$ cat config.mk
export PLATFORM = sky130hd
export DESIGN_NAME = ipv4_udp_checksum_verifier
export DESIGN_NICKNAME = d
export VERILOG_FILES = /design/src/hdl/ipuc_pkg.sv /design/src/hdl/ipuc_accum.sv /design/src/hdl/ipuc_finish.sv /design/src/hdl/ipv4_udp_checksum_verifier.sv
export VERILOG_INCLUDE_DIRS = /design/src /design/src/hdl
export SDC_FILE = /design/constraint.sdc
export NUM_CORES = 1
export LEC_CHECK = 0
export BUFFER_PORTS_ARGS = -buffer_cell sky130_fd_sc_hd__buf_4
export CAP_MARGIN = 25
export CELL_PAD_IN_SITES_DETAIL_PLACEMENT = 1
export CELL_PAD_IN_SITES_GLOBAL_PLACEMENT = 2
export CORE_ASPECT_RATIO = 1.4
export CORE_UTILIZATION = 25
export DETAILED_ROUTE_END_ITERATION = 10
export GPL_ROUTABILITY_DRIVEN = 1
export MAX_ROUTING_LAYER = met4
export PLACE_DENSITY = 0.6
export SYNTH_ARGS = -nofsm -noshare
export SYNTH_HDL_FRONTEND = slang
export SYNTH_SLANG_ARGS = --single-unit
$ cat constraint.sdc
create_clock -name clk -period 8.2 [get_ports clk]
set_clock_uncertainty 0.1 [all_clocks]
set_input_delay 1.64 -clock clk [delete_from_list [all_inputs] [get_ports clk]]
set_output_delay 1.64 -clock clk [all_outputs]
set_load 0.02 [all_outputs]
$ cat src/hdl/ipv4_udp_checksum_verifier_defines.svh
// Assertion helpers shared by the checksum verifier modules.
`ifndef IPV4_UDP_CHECKSUM_VERIFIER_DEFINES_SVH
`define IPV4_UDP_CHECKSUM_VERIFIER_DEFINES_SVH

// The consequent must hold in the same cycle as the antecedent.
`define IPUC_ASSERT_SAME(label, clk, rst_n, ante, cons) \
  label: assert property (@(posedge clk) disable iff (!rst_n) (ante) |-> (cons)) \
    else $error("checksum verifier assertion failed");

// The consequent must hold in the cycle after the antecedent.
`define IPUC_ASSERT_NEXT(label, clk, rst_n, ante, cons) \
  label: assert property (@(posedge clk) disable iff (!rst_n) (ante) |=> (cons)) \
    else $error("checksum verifier assertion failed");

`endif

$ cat src/hdl/ipuc_pkg.sv
package ipuc_pkg;

  localparam int LINK_HEADER_BYTES = 14;
  localparam int IP_HEADER_BYTES   = 20;
  localparam int UPPER_START       = LINK_HEADER_BYTES + IP_HEADER_BYTES;
  localparam int UDP_HEADER_BYTES  = 8;

  // Byte offsets (within their header): the second byte of captured length words, and the first source-address byte.
  localparam logic [15:0] IP_TOTAL_LEN_OFS = 16'd3;
  localparam logic [15:0] IP_SRC_ADDR_OFS  = 16'd12;
  localparam logic [15:0] UDP_LEN_OFS      = 16'd5;

  localparam logic [15:0] POS_MAX      = 16'hFFFF;
  localparam logic [15:0] SUM_ALL_ONES = 16'hFFFF;
  localparam logic [7:0]  PROTO_RESET  = 8'd17;

  typedef struct packed {
    logic [7:0] data_byte;
    logic       frame_end;
  } in_item_t;

  typedef struct packed {
    logic [15:0] ip_header_sum;
    logic [15:0] upper_layer_sum;
    logic        ip_header_ok;
    logic        upper_layer_ok;
    logic        packet_ok;
    logic [15:0] payload_length;
    logic        frame_short;
  } out_item_t;

  // Frame state captured on the last byte, handed to the result stage.
  typedef struct packed {
    logic [15:0] received;
    logic [15:0] ip_sum;
    logic [15:0] upper_sum;
    logic [7:0]  held_byte;
    logic [15:0] total_length;
    logic [15:0] udp_length;
  } frame_snap_t;

  // One's-complement add with end-around carry.
  function automatic logic [15:0] ones_add(input logic [15:0] a, input logic [15:0] b);
    logic [16:0] s;
    s = 17'(a) + 17'(b);
    return s[15:0] + 16'(s[16]);
  endfunction

  // Three-operand one's-complement add; same result as two chained ones_add.
  function automatic logic [15:0] ones_add3(input logic [15:0] a, input logic [15:0] b,
                                            input logic [15:0] c);
    logic [17:0] s;
    logic [16:0] t;
    s = 18'(a) + 18'(b) + 18'(c);
    t = 17'(s[15:0]) + 17'(s[17:16]);
    return t[15:0] + 16'(t[16]);
  endfunction

endpackage

$ cat src/hdl/ipuc_accum.sv
`include "ipv4_udp_checksum_verifier_defines.svh"

module ipuc_accum import ipuc_pkg::*; (
  input  logic        clk,
  input  logic        rst_n,
  input  logic        in_valid,
  output logic        in_ready,
  input  in_item_t    in_data,
  input  logic        cfg_we,
  input  logic [7:0]  cfg_wdata,
  output logic        snap_valid,
  input  logic        snap_ready,
  output frame_snap_t snap_data
);

  logic [15:0] byte_position_r, byte_position_nxt;
  logic [15:0] ip_sum_r, ip_sum_nxt;
  logic [15:0] upper_sum_r, upper_sum_nxt;
  logic [7:0]  held_r, held_nxt;
  logic [15:0] total_len_r, total_len_nxt;
  logic [15:0] udp_len_r, udp_len_nxt;
  logic [7:0]  proto_r;
  logic        snap_valid_r;
  frame_snap_t snap_r;

  logic        in_acc;
  logic        last_acc;
  logic [15:0] ip_ofs, up_ofs, word;
  logic [16:0] end_pos;
  logic        in_ip, in_up;

  assign in_ready   = !snap_valid_r || snap_ready;
  assign in_acc     = in_valid && in_ready;
  assign last_acc   = in_acc && in_data.frame_end;
  assign snap_valid = snap_valid_r;
  assign snap_data  = snap_r;

  always_comb begin
    ip_ofs  = byte_position_r - 16'(LINK_HEADER_BYTES);
    up_ofs  = byte_position_r - 16'(UPPER_START);
    end_pos = 17'(LINK_HEADER_BYTES) + 17'(total_len_r);
    in_ip   = (byte_position_r >= 16'(LINK_HEADER_BYTES)) &&
              (byte_position_r < 16'(UPPER_START));
    in_up   = (byte_position_r >= 16'(UPPER_START)) && (17'(byte_position_r) < end_pos);
    word    = {held_r, in_data.data_byte};

    byte_position_nxt = byte_position_r;
    ip_sum_nxt        = ip_sum_r;
    upper_sum_nxt     = upper_sum_r;
    held_nxt          = held_r;
    total_len_nxt     = total_len_r;
    udp_len_nxt       = udp_len_r;

    // A saturated position counter freezes all per-frame state.
    if (byte_position_r != POS_MAX) begin
      if (in_ip) begin
        if (!ip_ofs[0]) begin
          held_nxt = in_data.data_byte;
        end else begin
          ip_sum_nxt = ones_add(ip_sum_r, word);
          if (ip_ofs == IP_TOTAL_LEN_OFS) begin
            total_len_nxt = word;
            upper_sum_nxt = ones_add3(upper_sum_r, word - 16'(IP_HEADER_BYTES),
                                      16'(proto_r));
          end else if (ip_ofs >= IP_SRC_ADDR_OFS) begin
            upper_sum_nxt = ones_add(upper_sum_r, word);
          end
        end
      end else if (in_up) begin
        if (!up_ofs[0]) begin
          held_nxt = in_data.data_byte;
        end else begin
          upper_sum_nxt = ones_add(upper_sum_r, word);
          if (up_ofs == UDP_LEN_OFS) begin
            udp_len_nxt = word;
          end
        end
      end
      byte_position_nxt = byte_position_r + 16'd1;
    end
  end

  always_ff @(posedge clk) begin
    if (!rst_n) begin
      byte_position_r <= '0;
      ip_sum_r        <= '0;
      upper_sum_r     <= '0;
      held_r          <= '0;
      total_len_r     <= '0;
      udp_len_r       <= '0;
      proto_r         <= PROTO_RESET;
      snap_valid_r    <= 1'b0;
    end else begin
      if (cfg_we) begin
        proto_r <= cfg_wdata;
      end
      if (last_acc) begin
        snap_valid_r <= 1'b1;
      end else if (snap_ready) begin
        snap_valid_r <= 1'b0;
      end
      if (in_acc) begin
        if (in_data.frame_end) begin
          byte_position_r <= '0;
          ip_sum_r        <= '0;
          upper_sum_r     <= '0;
          held_r          <= '0;
          total_len_r     <= '0;
          udp_len_r       <= '0;
        end else begin
          byte_position_r <= byte_position_nxt;
          ip_sum_r        <= ip_sum_nxt;
          upper_sum_r     <= upper_sum_nxt;
          held_r          <= held_nxt;
          total_len_r     <= total_len_nxt;
          udp_len_r       <= udp_len_nxt;
        end
      end
    end
  end

  always_ff @(posedge clk) begin
    if (last_acc) begin
      snap_r.received     <= byte_position_nxt;
      snap_r.ip_sum       <= ip_sum_nxt;
      snap_r.upper_sum    <= upper_sum_nxt;
      snap_r.held_byte    <= held_nxt;
      snap_r.total_length <= total_len_nxt;
      snap_r.udp_length   <= udp_len_nxt;
    end
  end

  `IPUC_ASSERT_NEXT(a_clear_after_last, clk, rst_n, last_acc, (byte_position_r == '0) && snap_valid_r)
  `IPUC_ASSERT_NEXT(a_pos_saturates, clk, rst_n, in_acc && (byte_position_r == POS_MAX), byte_position_r == POS_MAX || byte_position_r == '0)
  `IPUC_ASSERT_SAME(a_stall_when_full, clk, rst_n, !in_ready, snap_valid_r && !snap_ready)

endmodule

$ cat src/hdl/ipuc_finish.sv
`include "ipv4_udp_checksum_verifier_defines.svh"

module ipuc_finish import ipuc_pkg::*; (
  input  logic        clk,
  input  logic        rst_n,
  input  logic        snap_valid,
  output logic        snap_ready,
  input  frame_snap_t snap_data,
  output logic        out_valid,
  input  logic        out_ready,
  output out_item_t   out_data
);

  localparam logic [16:0] START17 = 17'(UPPER_START);

  logic        out_valid_r;
  out_item_t   out_data_r;
  out_item_t   res;
  logic [16:0] end_pos, rcv, upto;
  logic        odd_upper;
  logic [15:0] up_fold;

  assign snap_ready = !out_valid_r || out_ready;
  assign out_valid  = out_valid_r;
  assign out_data   = out_data_r;

  always_comb begin
    end_pos   = 17'(LINK_HEADER_BYTES) + 17'(snap_data.total_length);
    rcv       = 17'(snap_data.received);
    upto      = (rcv < end_pos) ? rcv : end_pos;
    // An odd count of upper-layer bytes leaves a high byte waiting for padding.
    odd_upper = (upto > START17) && (upto[0] ^ START17[0]);
    up_fold   = odd_upper ? ones_add(snap_data.upper_sum, {snap_data.held_byte, 8'h00})
                          : snap_data.upper_sum;

    res.ip_header_sum   = (snap_data.ip_sum == '0) ? SUM_ALL_ONES : snap_data.ip_sum;
    res.upper_layer_sum = (up_fold == '0) ? SUM_ALL_ONES : up_fold;
    res.ip_header_ok    = res.ip_header_sum == SUM_ALL_ONES;
    res.upper_layer_ok  = res.upper_layer_sum == SUM_ALL_ONES;
    res.frame_short     = (snap_data.total_length < 16'(IP_HEADER_BYTES)) || (rcv < end_pos);
    res.packet_ok       = res.ip_header_ok && res.upper_layer_ok && !res.frame_short;
    res.payload_length  = (res.packet_ok && (snap_data.udp_length >= 16'(UDP_HEADER_BYTES)))
                        ? snap_data.udp_length - 16'(UDP_HEADER_BYTES) : '0;
  end

  always_ff @(posedge clk) begin
    if (!rst_n) begin
      out_valid_r <= 1'b0;
    end else if (snap_ready) begin
      out_valid_r <= snap_valid;
    end
  end

  always_ff @(posedge clk) begin
    if (snap_valid && snap_ready) begin
      out_data_r <= res;
    end
  end

  `IPUC_ASSERT_NEXT(a_snap_moves_out, clk, rst_n, snap_valid && snap_ready, out_valid_r)
  `IPUC_ASSERT_SAME(a_len_needs_ok, clk, rst_n, out_valid_r && (out_data_r.payload_length != '0), out_data_r.packet_ok)
  `IPUC_ASSERT_SAME(a_ok_consistent, clk, rst_n, out_valid_r && out_data_r.packet_ok, out_data_r.ip_header_ok && out_data_r.upper_layer_ok && !out_data_r.frame_short)
  `IPUC_ASSERT_SAME(a_sum_nonzero, clk, rst_n, out_valid_r, (out_data_r.ip_header_sum != '0) && (out_data_r.upper_layer_sum != '0))

endmodule

$ cat src/hdl/ipv4_udp_checksum_verifier.sv
// Throughput: one frame byte per cycle while in_ready is high; no gaps between frames.
// Result path: the edge that takes the last byte captures the frame state in the snapshot
// register; the finish stage then forms the result and registers it for the consumer.
// Reset: synchronous, active-low rst_n clears all frame state and pending results
// and returns the protocol register to 17 (UDP).
// Backpressure on the result side stalls input only once both result stages hold data.

// The verifier walks a frame byte by byte. Bytes inside the IPv4 header feed the
// header checksum, while the total length, protocol register and addresses seed
// the pseudo-header sum that then takes the upper-layer bytes. The accumulator
// stage keeps the running sums and captures the frame state on the last byte;
// the finish stage pads an odd trailing byte, checks the sums and lengths, and
// holds the result transaction until the consumer takes it.
module ipv4_udp_checksum_verifier import ipuc_pkg::*; (
  input  logic       clk,
  input  logic       rst_n,
  input  logic       in_valid,
  output logic       in_ready,
  input  in_item_t   in_data,
  output logic       out_valid,
  input  logic       out_ready,
  output out_item_t  out_data,
  input  logic       cfg_we,
  input  logic [7:0] cfg_wdata
);

  logic        snap_valid;
  logic        snap_ready;
  frame_snap_t snap_data;

  // Running sums, length capture and the last-byte snapshot.
  ipuc_accum u_accum (
    .clk       (clk),
    .rst_n     (rst_n),
    .in_valid  (in_valid),
    .in_ready  (in_ready),
    .in_data   (in_data),
    .cfg_we    (cfg_we),
    .cfg_wdata (cfg_wdata),
    .snap_valid(snap_valid),
    .snap_ready(snap_ready),
    .snap_data (snap_data)
  );

  // Final fold, pass/fail flags and the registered result.
  ipuc_finish u_finish (
    .clk       (clk),
    .rst_n     (rst_n),
    .snap_valid(snap_valid),
    .snap_ready(snap_ready),
    .snap_data (snap_data),
    .out_valid (out_valid),
    .out_ready (out_ready),
    .out_data  (out_data)
  );

endmodule
==> results of run 1 <==
-- flip-flops by register name (all words and copies together) (netlist names) --
register,count
u_accum.snap_data,88
u_accum.udp_len_r,16
u_finish.out_data,52
u_accum.upper_sum_r,16
u_accum.total_len_r,16
u_accum.snap_valid,1
u_accum.ip_sum_r,16
u_accum.held_r,8
u_finish.out_valid,1
u_accum.byte_position_r,16
u_accum.proto_r,8
-- cell type report --
type                    count  area [sq um]
flip-flops and latches    238          6166
clock buffers              29         683.2
multi-input cells        1476         10270
repair buffers            219          1638
inverters                  52         196.4
fillers                  7591         46320
diodes                      1         2.502
well taps                 855          1070
clock inverters            20         219.0
-- cells by family after synthesis --
| family | Yosys count | share of synthesized area (%) |
|---|---|---|
| and+or+nand+nor | 699 | 21.42 |
| buffers and inverters | 129 | 3.053 |
| AOI/OAI and AO/OA | 447 | 18.26 |
| DFF | 238 | 36.70 |
| xor gates and xnor gates | 169 | 8.811 |
| muxes | 44 | 2.815 |
| adders and majority gates | 117 | 8.937 |
-- layer usage --
layer	wire length (um)	global-route usage [%]	vias to the layer above
met2	32830	34.79	167
met3	1425	1.320	60
li1	-	-	7143
met1	25400	20.27	7294
met4	1388	4.261	0
met5	0	-	-
-- repair_timing --
action                                  in CTS  in global routing
endpoints found under the setup margin       0                 18
resized for setup                            0                 24
buffers inserted                             0                  3
-- worst max-delay path by stage --
stage / to / slack [ps] / cells past startpoint
final: u_accum.upper_sum_r[4] / 380 / 35
after global routing: u_accum.upper_sum_r[4] / -40 / 35
after CTS: u_accum.upper_sum_r[4] / 120 / 38
after detailed placement: u_accum.upper_sum_r[4] / -430 / 35
after global placement: u_accum.upper_sum_r[4] / -300 / 38
after floorplan: u_accum.upper_sum_r[4] / 0.5 / 35
-- through the flow --
step	power, uW	cell area [sq um]	cells	util (%)
6_report	2934	20250	2890	30.42
5_1_grt	3051	20250	2890	30.42
4_1_cts	2975	20110	2885	30.21
3_5_place_dp	1711	19210	2836	28.85
3_3_place_gp	1703	19200	2835	28.85
2_1_floorplan	1550	16810	1843	-
-- power groups by stage --
stage / combinational (uW) / sequential, uW / clock, uW
6_report: 372 / 1310 / 1250
5_1_grt: 407 / 1310 / 1330
4_1_cts: 374 / 1310 / 1290
3_5_place_dp: 373 / 1340 / 0
3_3_place_gp: 365 / 1340 / 0
2_1_floorplan: 215 / 1340 / 0
-- cells in the final DEF, fill, tap and decap left out, types with 52 or more instances in the layout --
| cell type | Yosys | routed |
|---|---|---|
| nand2_1 | 187 | 185 |
| buf_4 | 0 | 217 |
| ha_1 | 112 | 108 |
| nor2_1 | 120 | 117 |
| a22oi_1 | 71 | 71 |
| dfxtp_1 | 98 | 98 |
| nor2b_1 | 97 | 95 |
| a21oi_1 | 75 | 74 |
| edfxtp_1 | 140 | 140 |
| nand3_1 | 52 | 52 |
| o21ai_0 | 82 | 81 |
| xnor2_1 | 89 | 87 |
| xor2_1 | 80 | 79 |
==> impl_metrics.py, run 1 <==
metrics = {
    "floorplan": {
        "dieArea_sq_mm": 0.06826,
        "std_cell_rows": 112,
        "dieHeight_um": 308.7,
        "die_x_um": 221.1,
        "num_io_pins": 76,
        "coreArea_sq_mm": 0.06656,
        "initial_utilization_pct": 25.24,
    },
    "power": {
        "pwr-share-seq_pct": 44.7,
        "p_leak_uw": 0.007895,
        "share_comb_of_total_power_pct": 12.7,
        "p_int_uw": 2142,
        "clkPwrFrac_pct": 42.6,
        "switching_power_uw": 791.6,
        "power.density_mw_per_mm2": 144.9,
        "ir_worst_vdd_uv": 103.9,
        "swShare_pct": 26.98,
    },
    "critical_path": {
        "cp_num_buf_inv": 1,
        "cp_slowest_cell": "or4_4",
        "critPathLaunchType": "input port",
        "crit_top_cell": "a21o_1",
        "r2r_end": "u_accum.upper_sum_r[4]",
        "critPathKind": "input port to flip-flop",
        "cp.required_ps": 8550,
        "crit_path_start": "in_data[7]",
        "critPathMaxStageDelay_ps": 530,
        "worstReg2RegStart": "u_accum.held_r[0]",
        "reg2reg_slack_ps": 1160,
        "path_delay_family": "compound AO/OA/AOI/OAI gates",
        "critPathCaptureType": "flip-flop",
        "rr_worst_depth": 34,
        "critical_path_arrival_ps": 8170,
        "crit_fanout": 3,
    },
    "sta": {
        "fin_ws_ps": 380.4,
        "final-max-slew-violation-count": 0,
        "fin_crit_ps": 7820,
        "hold_ws_ps": 398.3,
        "fin_setup_tns_ps": 0,
        "hold_viol_final": 0,
        "max_freq_mhz": 127.9,
        "worst_pin_slew_ps": 977.1,
        "max_slew_margin_pct": 34.03,
        "finalSetupViolCount": 0,
        "period_share_pct": 95.36,
    },
    "clock_tree": {
        "clock_path_buffers": 3,
        "cts.htree.levels": 1,
        "cts.sinks": 238,
        "clk_root_buffer_cell": "clkbuf_16",
        "cts-buffers-inserted": 27,
        "worst_skew_pair.late_latency_ps": 580,
        "clk_pin_slew_ps": 60,
        "cts_hold_buffers": 0,
        "tritoncts": "done",
    },
    "global_route": {
        "antenna_found_initial": 1,
        "grt_pass1_vias": 15260,
        "grt_max_degree": 85,
        "grt_pass1_wl_mm": 93.05,
        "grt_usage_pct": 18.14,
        "grt_overflow_total": 0,
    },
    "routing": {
        "wl_per_cell_um": 21.12,
        "antenna_left": 0,
        "drc_errors": 0,
        "wl_mm": 61.04,
        "first_pass_iters": 4,
        "drtIter0Drc": 654,
        "vias": 14660,
        "via_per_inst": 5.074,
    },
    "synth": {
        "syn_nets": 1982,
        "ys_seq_area_share_pct": 36.70,
        "yosysMostFrequentCell": "nand2_1",
        "synth_cells": 1843,
        "yosys-top-cells-count": "nand2_1 (187), edfxtp_1 (140), nor2_1 (120), ha_1 (112), dfxtp_1 (98)",
        "yosys.area.top_type": "edfxtp_1",
        "ys_dominant_reg_cell": "edfxtp_1",
        "synth_cell_types": 84,
        "synth_top_area_share_pct": 25.02,
        "synth_area_per_cell_sq_um": 9.115,
        "synth_area_sq_mm": 0.01680,
        "synth.top_cells.by_area": "edfxtp_1 (25%), dfxtp_1 (12%), ha_1 (8.3%)",
        "ys_async_sr_fraction_pct": 0,
        "ys_ff_latch": 238,
        "yosys_warnings": 0,
        "synth_edf_count": 140,
    },
    "min_path": {
        "min-delay-path-class": "flip-flop to flip-flop",
        "min_from": "u_accum.snap_valid",
        "hold_end": "u_finish.out_valid",
        "hold_depth": 1,
    },
    "outcome": {
        "outcome": "completed",
    },
    "placement": {
        "dpl.hpwl_mm": 47.33,
        "routabilityCongestion": 0.8424,
        "dp_slack_ps": -432.0,
        "port-buffer-count": 75,
    },
    "final_layout": {
        "area_growth_pct": 20.51,
        "drive_gt1_share_pct": 16.91,
        "nets": 2153,
    },
    "flow_run": {
        "cap_violations": 0,
    },
}
(Power assumes the default switching activity.)
==> inputs of run 2 (changes only) <==
==> constraint.sdc (replaced) <==
create_clock -name clk -period 8.2 [get_ports clk]
set_clock_uncertainty 0.1 [all_clocks]
set_input_delay 1.23 -clock clk [delete_from_list [all_inputs] [get_ports clk]]
set_output_delay 1.23 -clock clk [all_outputs]
set_load 0.02 [all_outputs]
==> run 2 against run 1 <==
Effect of this change: hold slack improved by 5.2 ps; sequential share of layout area rose by 0.49 points; register-to-register slack got worse by 150 ps; combinational power shrank 4%; clock power is essentially flat; non-clock buffer count decreased by 29; maximum frequency rose by 2.8%; utilization shrank 0.48 points; sequential power barely moved; flip-flop and latch count is the same; total power is 1.2% lower; routed wire length fell by 0.59%; critical path type unchanged; largest cell class unchanged; highest routed layer unchanged.
==> impl_metrics.py, run 2 (same netlist as run 1, synthesis figures left out) <==
metrics = {
    "outcome": {
        "outcome": "completed",
    },
    "global_route": {
        "antenna_found_initial": 0,
        "grt_max_degree": 78,
        "grt_pass1_vias": 15300,
        "grt_overflow_total": 0,
        "grt_pass1_wl_mm": 92.12,
        "grt_usage_pct": 18.02,
    },
    "critical_path": {
        "critPathCaptureType": "flip-flop",
        "reg2reg_slack_ps": 1010,
        "crit_fanout": 2,
        "critical_path_arrival_ps": 7960,
        "critPathLaunchType": "input port",
        "critPathMaxStageDelay_ps": 560,
        "critPathKind": "input port to flip-flop",
        "cp_slowest_cell": "or4_1",
        "cp.required_ps": 8550,
    },
    "routing": {
        "wl_per_cell_um": 21.22,
        "drc_errors": 0,
        "via_per_inst": 5.107,
        "antenna_left": 0,
        "wl_mm": 60.68,
        "drtIter0Drc": 709,
        "first_pass_iters": 5,
        "vias": 14610,
    },
    "final_layout": {
        "fillers": 7624,
        "layout_common_cells": "buf_4 (189), nand2_1 (186), edfxtp_1 (140)",
        "area_growth_pct": 18.62,
        "register_area_sq_mm": 0.006166,
        "nets": 2123,
        "final_common_cell": "buf_4",
        "multi_input_area_sq_mm": 0.01018,
        "final_area_sq_mm": 0.01993,
        "largest_reg_flops": 88,
        "drive_gt1_share_pct": 14.62,
    },
    "power": {
        "power.total_uw": 2900,
        "p_leak_uw": 0.007741,
        "ir_worst_vdd_uv": 138.7,
        "share_comb_of_total_power_pct": 12.3,
        "swShare_pct": 26.42,
        "switching_power_uw": 766.1,
        "p_int_uw": 2134,
        "clkPwrFrac_pct": 42.5,
        "pwr-share-seq_pct": 45.2,
        "power.density_mw_per_mm2": 145.5,
    },
    "floorplan": {
        "dieArea_sq_mm": 0.06826,
        "die_x_um": 221.1,
        "num_io_pins": 76,
        "initial_utilization_pct": 25.24,
        "dieHeight_um": 308.7,
        "std_cell_rows": 112,
        "coreArea_sq_mm": 0.06656,
    },
    "sta": {
        "final-max-slew-violation-count": 0,
        "grt_setup_unrepaired": "no",
        "fin_crit_ps": 7609,
        "finalSetupViolCount": 0,
        "worst_pin_slew_ps": 1014,
        "max_freq_mhz": 131.4,
        "hold_ws_ps": 403.5,
        "max_slew_margin_pct": 30.68,
        "period_share_pct": 92.79,
        "hold_viol_final": 0,
    },
    "clock_tree": {
        "cts.htree.levels": 1,
        "worst_skew_pair.late_latency_ps": 570,
        "clock_path_buffers": 3,
        "tritoncts": "done",
        "clk_root_buffer_cell": "clkbuf_16",
        "clk_pin_slew_ps": 60,
        "cts.sinks": 238,
        "cts-buffers-inserted": 26,
    },
    "placement": {
        "routabilityCongestion": 0.8420,
        "dpl.hpwl_mm": 47.35,
        "port-buffer-count": 75,
        "placed_area_sq_mm": 0.01901,
    },
    "flow_run": {
        "cap_violations": 0,
    },
    "min_path": {
        "min-delay-path-class": "flip-flop to flip-flop",
    },
}
## run 2: cell types whose count changed in the layout (fill, tap and decap cells not counted), sizes merged
cell      change
clkinvlp      -3
clkbuf        +2
inv           -1
buf          -28
## run 2: layout make-up
type / instances / area share (%)
timing repair buffer: 190 / 7.145
sequential: 238 / 30.94
antenna: 1 / 0.01256
clock inverter: 16 / 0.9292
multi-input combinational: 1476 / 51.09
tap: 855 / 5.368
clock buffer: 32 / 3.529
inverter: 52 / 0.9857
## run 2: worst max-delay path: cells and delay by family
family / cells / cell delay [ps]
and+or+nand+nor: 12 / 2590
xor gates and xnor gates: 3 / 510
buffers and inverters: 1 / 110
adders and majority gates: 5 / 1010
AOI/OAI and AO/OA: 14 / 2490
## run 2: power by group through the flow
stage	sequential [uW]	combinational [uW]	clock, uW
4_1_cts	1310	363	1270
3_5_place_dp	1340	360	0
2_1_floorplan	1340	214	0
3_3_place_gp	1340	355	0
5_1_grt	1310	393	1310
6_report	1310	357	1230
## run 2: per-layer routing
metal | global-route usage, % | wire, um
met4 | 7.302 | 2350
met3 | 1.862 | 1713
met5 | - | 0
met1 | 20.00 | 25380
met2 | 32.93 | 31240
## run 2: timing repair
action / CTS / global route
hold buffers: 0 / 0
gates resized for setup: 0 / 6
buffers inserted: 0 / 0
setup endpoints to repair: 0 / 16
## run 2: worst paths after layout
path	cells past startpoint	end	from
worst min-delay path	1	u_finish.out_valid	u_accum.snap_valid
worst min register to register	1	u_finish.out_valid	u_accum.snap_valid
worst max register to register	34	u_accum.upper_sum_r[4]	u_accum.held_r[0]
worst max-delay path	35	u_accum.upper_sum_r[4]	in_data[7]
## run 2: per-stage QoR
step	utilization (%)	std cells	TNS, ps	worst slack, ps
after floorplan	-	1843	0	117.9
after global placement	28.55	2810	-191.9	-117.7
after detailed placement	28.55	2811	-1627	-233.7
after CTS	29.89	2859	0	336.7
after global routing	29.93	2859	0	36.17
final	29.94	2860	0	591.2
==> inputs of run 3 (changes only) <==
--- a/config.mk
+++ b/config.mk
@@ -15,7 +15,7 @@
 export DETAILED_ROUTE_END_ITERATION = 10
 export GPL_ROUTABILITY_DRIVEN = 1
 export MAX_ROUTING_LAYER = met4
-export PLACE_DENSITY = 0.6
+export PLACE_DENSITY = 0.58
 export SYNTH_ARGS = -nofsm -noshare
 export SYNTH_HDL_FRONTEND = slang
 export SYNTH_SLANG_ARGS = --single-unit
==> constraint.sdc (replaced) <==
create_clock -name clk -period 7.2 [get_ports clk]
set_clock_uncertainty 0.1 [all_clocks]
set_input_delay 1.08 -clock clk [delete_from_list [all_inputs] [get_ports clk]]
set_output_delay 1.08 -clock clk [all_outputs]
set_load 0.02 [all_outputs]
==> run 3 against run 2 <==
Effect of this change: design area grew 4.0%; total power grew 17%; flip-flop and latch count is the same; global-route usage grew 0.63 points; first-iteration DRC count shrank 3.2%; critical path depth is the same; count of clock-buffer cells in the layout shrank 1; non-clock buffer count grew 62; largest power group unchanged; critical path type unchanged; routed wire length grew 3.2%; clock power grew 16%; final cell count grew 2.2%; utilization grew 1.2 points; critical endpoint unchanged.
==> impl_metrics.py, run 3 (same netlist as run 1, synthesis figures left out) <==
metrics = {
    "floorplan": {
        "dieArea_sq_mm": 0.06826,
        "coreArea_sq_mm": 0.06656,
        "std_cell_rows": 112,
        "die_x_um": 221.1,
        "num_io_pins": 76,
        "dieHeight_um": 308.7,
        "initial_utilization_pct": 25.24,
    },
    "final_layout": {
        "fillers": 7598,
        "area_growth_pct": 23.42,
        "register_area_sq_mm": 0.006166,
        "multi_input_area_sq_mm": 0.01046,
        "drive_gt1_share_pct": 19.44,
        "largest_reg_flops": 88,
        "final_util_pct": 31.15,
        "n_antenna_cell": 0,
        "final_common_cell": "buf_4",
        "nets": 2186,
        "layout_common_cells": "buf_4 (243), nand2_1 (181), edfxtp_1 (140)",
    },
    "critical_path": {
        "cp_slowest_cell": "or4_4",
        "critPathKind": "input port to flip-flop",
        "critPathLaunchType": "input port",
        "path_delay_family": "simple AND/OR/NAND/NOR gates",
        "crit_fanout": 4,
        "cp_num_buf_inv": 1,
        "critical_path_arrival_ps": 7430,
        "critPathMaxStageDelay_ps": 540,
        "critPathCaptureType": "flip-flop",
        "crit_top_cell": "a21o_1",
        "cp.required_ps": 7550,
    },
    "global_route": {
        "grt_pass1_wl_mm": 95.16,
        "antenna_found_initial": 0,
        "grt_pass1_vias": 15410,
        "grt_overflow_total": 0,
        "grt_usage_pct": 18.66,
        "grt_max_degree": 85,
    },
    "sta": {
        "max_slew_margin_pct": 34.75,
        "finalSetupViolCount": 0,
        "fin_crit_ps": 7083,
        "period_share_pct": 98.37,
        "final-max-slew-violation-count": 0,
        "fin_ws_ps": 117.0,
        "max_freq_mhz": 141.2,
        "worst_pin_slew_ps": 978.8,
        "grt_setup_unrepaired": "yes",
        "hold_viol_final": 0,
    },
    "power": {
        "ir_worst_vdd_uv": 140.7,
        "p_leak_uw": 0.008135,
        "power.density_mw_per_mm2": 163.1,
    },
    "routing": {
        "drc_errors": 0,
        "wl_per_cell_um": 21.42,
        "wl_mm": 62.62,
        "via_per_inst": 5.081,
        "drtIter0Drc": 686,
        "vias": 14850,
        "antenna_left": 0,
        "first_pass_iters": 5,
    },
    "clock_tree": {
        "cts.sinks": 238,
        "clock_path_buffers": 3,
        "cts.htree.levels": 1,
        "cts_hold_buffers": 0,
        "cts-buffers-inserted": 27,
        "worst_skew_pair.late_latency_ps": 580,
        "clk_pin_slew_ps": 60,
        "tritoncts": "done",
        "clk_root_buffer_cell": "clkbuf_16",
    },
    "placement": {
        "port-buffer-count": 75,
        "routabilityCongestion": 0.8418,
        "dp_slack_ps": -768.3,
        "dpl.hpwl_mm": 49.05,
    },
    "outcome": {
        "outcome": "completed",
    },
    "flow_run": {
        "cap_violations": 0,
    },
    "min_path": {
        "min-delay-path-class": "flip-flop to flip-flop",
    },
}
[run 3: changes by cell type in the layout (fill, tap and decap cells not counted), sizes merged]
| cell | previous run | this run |
|---|---|---|
| clkinvlp | 1 | 3 |
| diode | 1 | 0 |
| bufinv | 3 | 2 |
| buf | 190 | 251 |
| inv | 52 | 54 |
[run 3: area by class of cell]
| class | count | share of cell area (%) |
|---|---|---|
| multi-input combinational | 1476 | 50.43 |
| sequential | 238 | 29.74 |
| timing repair buffer | 252 | 9.329 |
| tap | 855 | 5.159 |
| clock buffer | 31 | 3.476 |
| inverter | 52 | 0.9715 |
| clock inverter | 19 | 0.8931 |
[run 3: timing repair]
action                     CTS  global route
setup buffers                0            14
gates resized for setup      4            58
pin swaps                    1            35
setup endpoints to repair   17            28
[run 3: metal layers]
metal  wire, um  track usage (%)  share of wire [%]  vias up
li1           -                -                  -     7204
met1      25680            20.75                 41     7349
met2      33650            34.98                 54      207
met3       1469            1.624                2.3       93
met4       1818            5.985                2.9        0
met5          0                -                  0        -
[run 3: metrics by stage]
| step | instance area (sq um) | hold slack, ps | std cells | setup TNS (ps) | total power (uW) |
|---|---|---|---|---|---|
| floorplan | 16890 | 348.8 | 1843 | -259.6 | 1769 |
| global placement | 19450 | 377.9 | 2858 | -13140 | 1962 |
| detailed placement | 19450 | 398.4 | 2858 | -16220 | 1969 |
| CTS | 20380 | 407.8 | 2908 | 0 | 3419 |
| global route | 20730 | 440.7 | 2923 | -1773 | 3517 |
| finish | 20730 | 402.3 | 2923 | 0 | 3382 |
[run 3: worst min-delay path, delay by kind of cell, from the launching register on]
family	cells	cell delay, ps
flip-flops	1	350
multiplexers	1	70
AND/OR/NAND/NOR	1	50
[run 3: final timing paths]
path | start | end | slack (ps) | cells past startpoint
max | in_data[7] | u_accum.upper_sum_r[4] | 120 | 35
min | u_accum.proto_r[0] | u_accum.proto_r[0] | 400 | 2
max reg2reg | u_accum.held_r[0] | u_accum.upper_sum_r[4] | 360 | 34
min reg2reg | u_accum.proto_r[0] | u_accum.proto_r[0] | 400 | 2
[run 3: power breakdown]
group	total (uW)	switching (uW)	internal, uW
clock network	1430	631	802
logic	457	267	190
registers	1490	26.8	1470
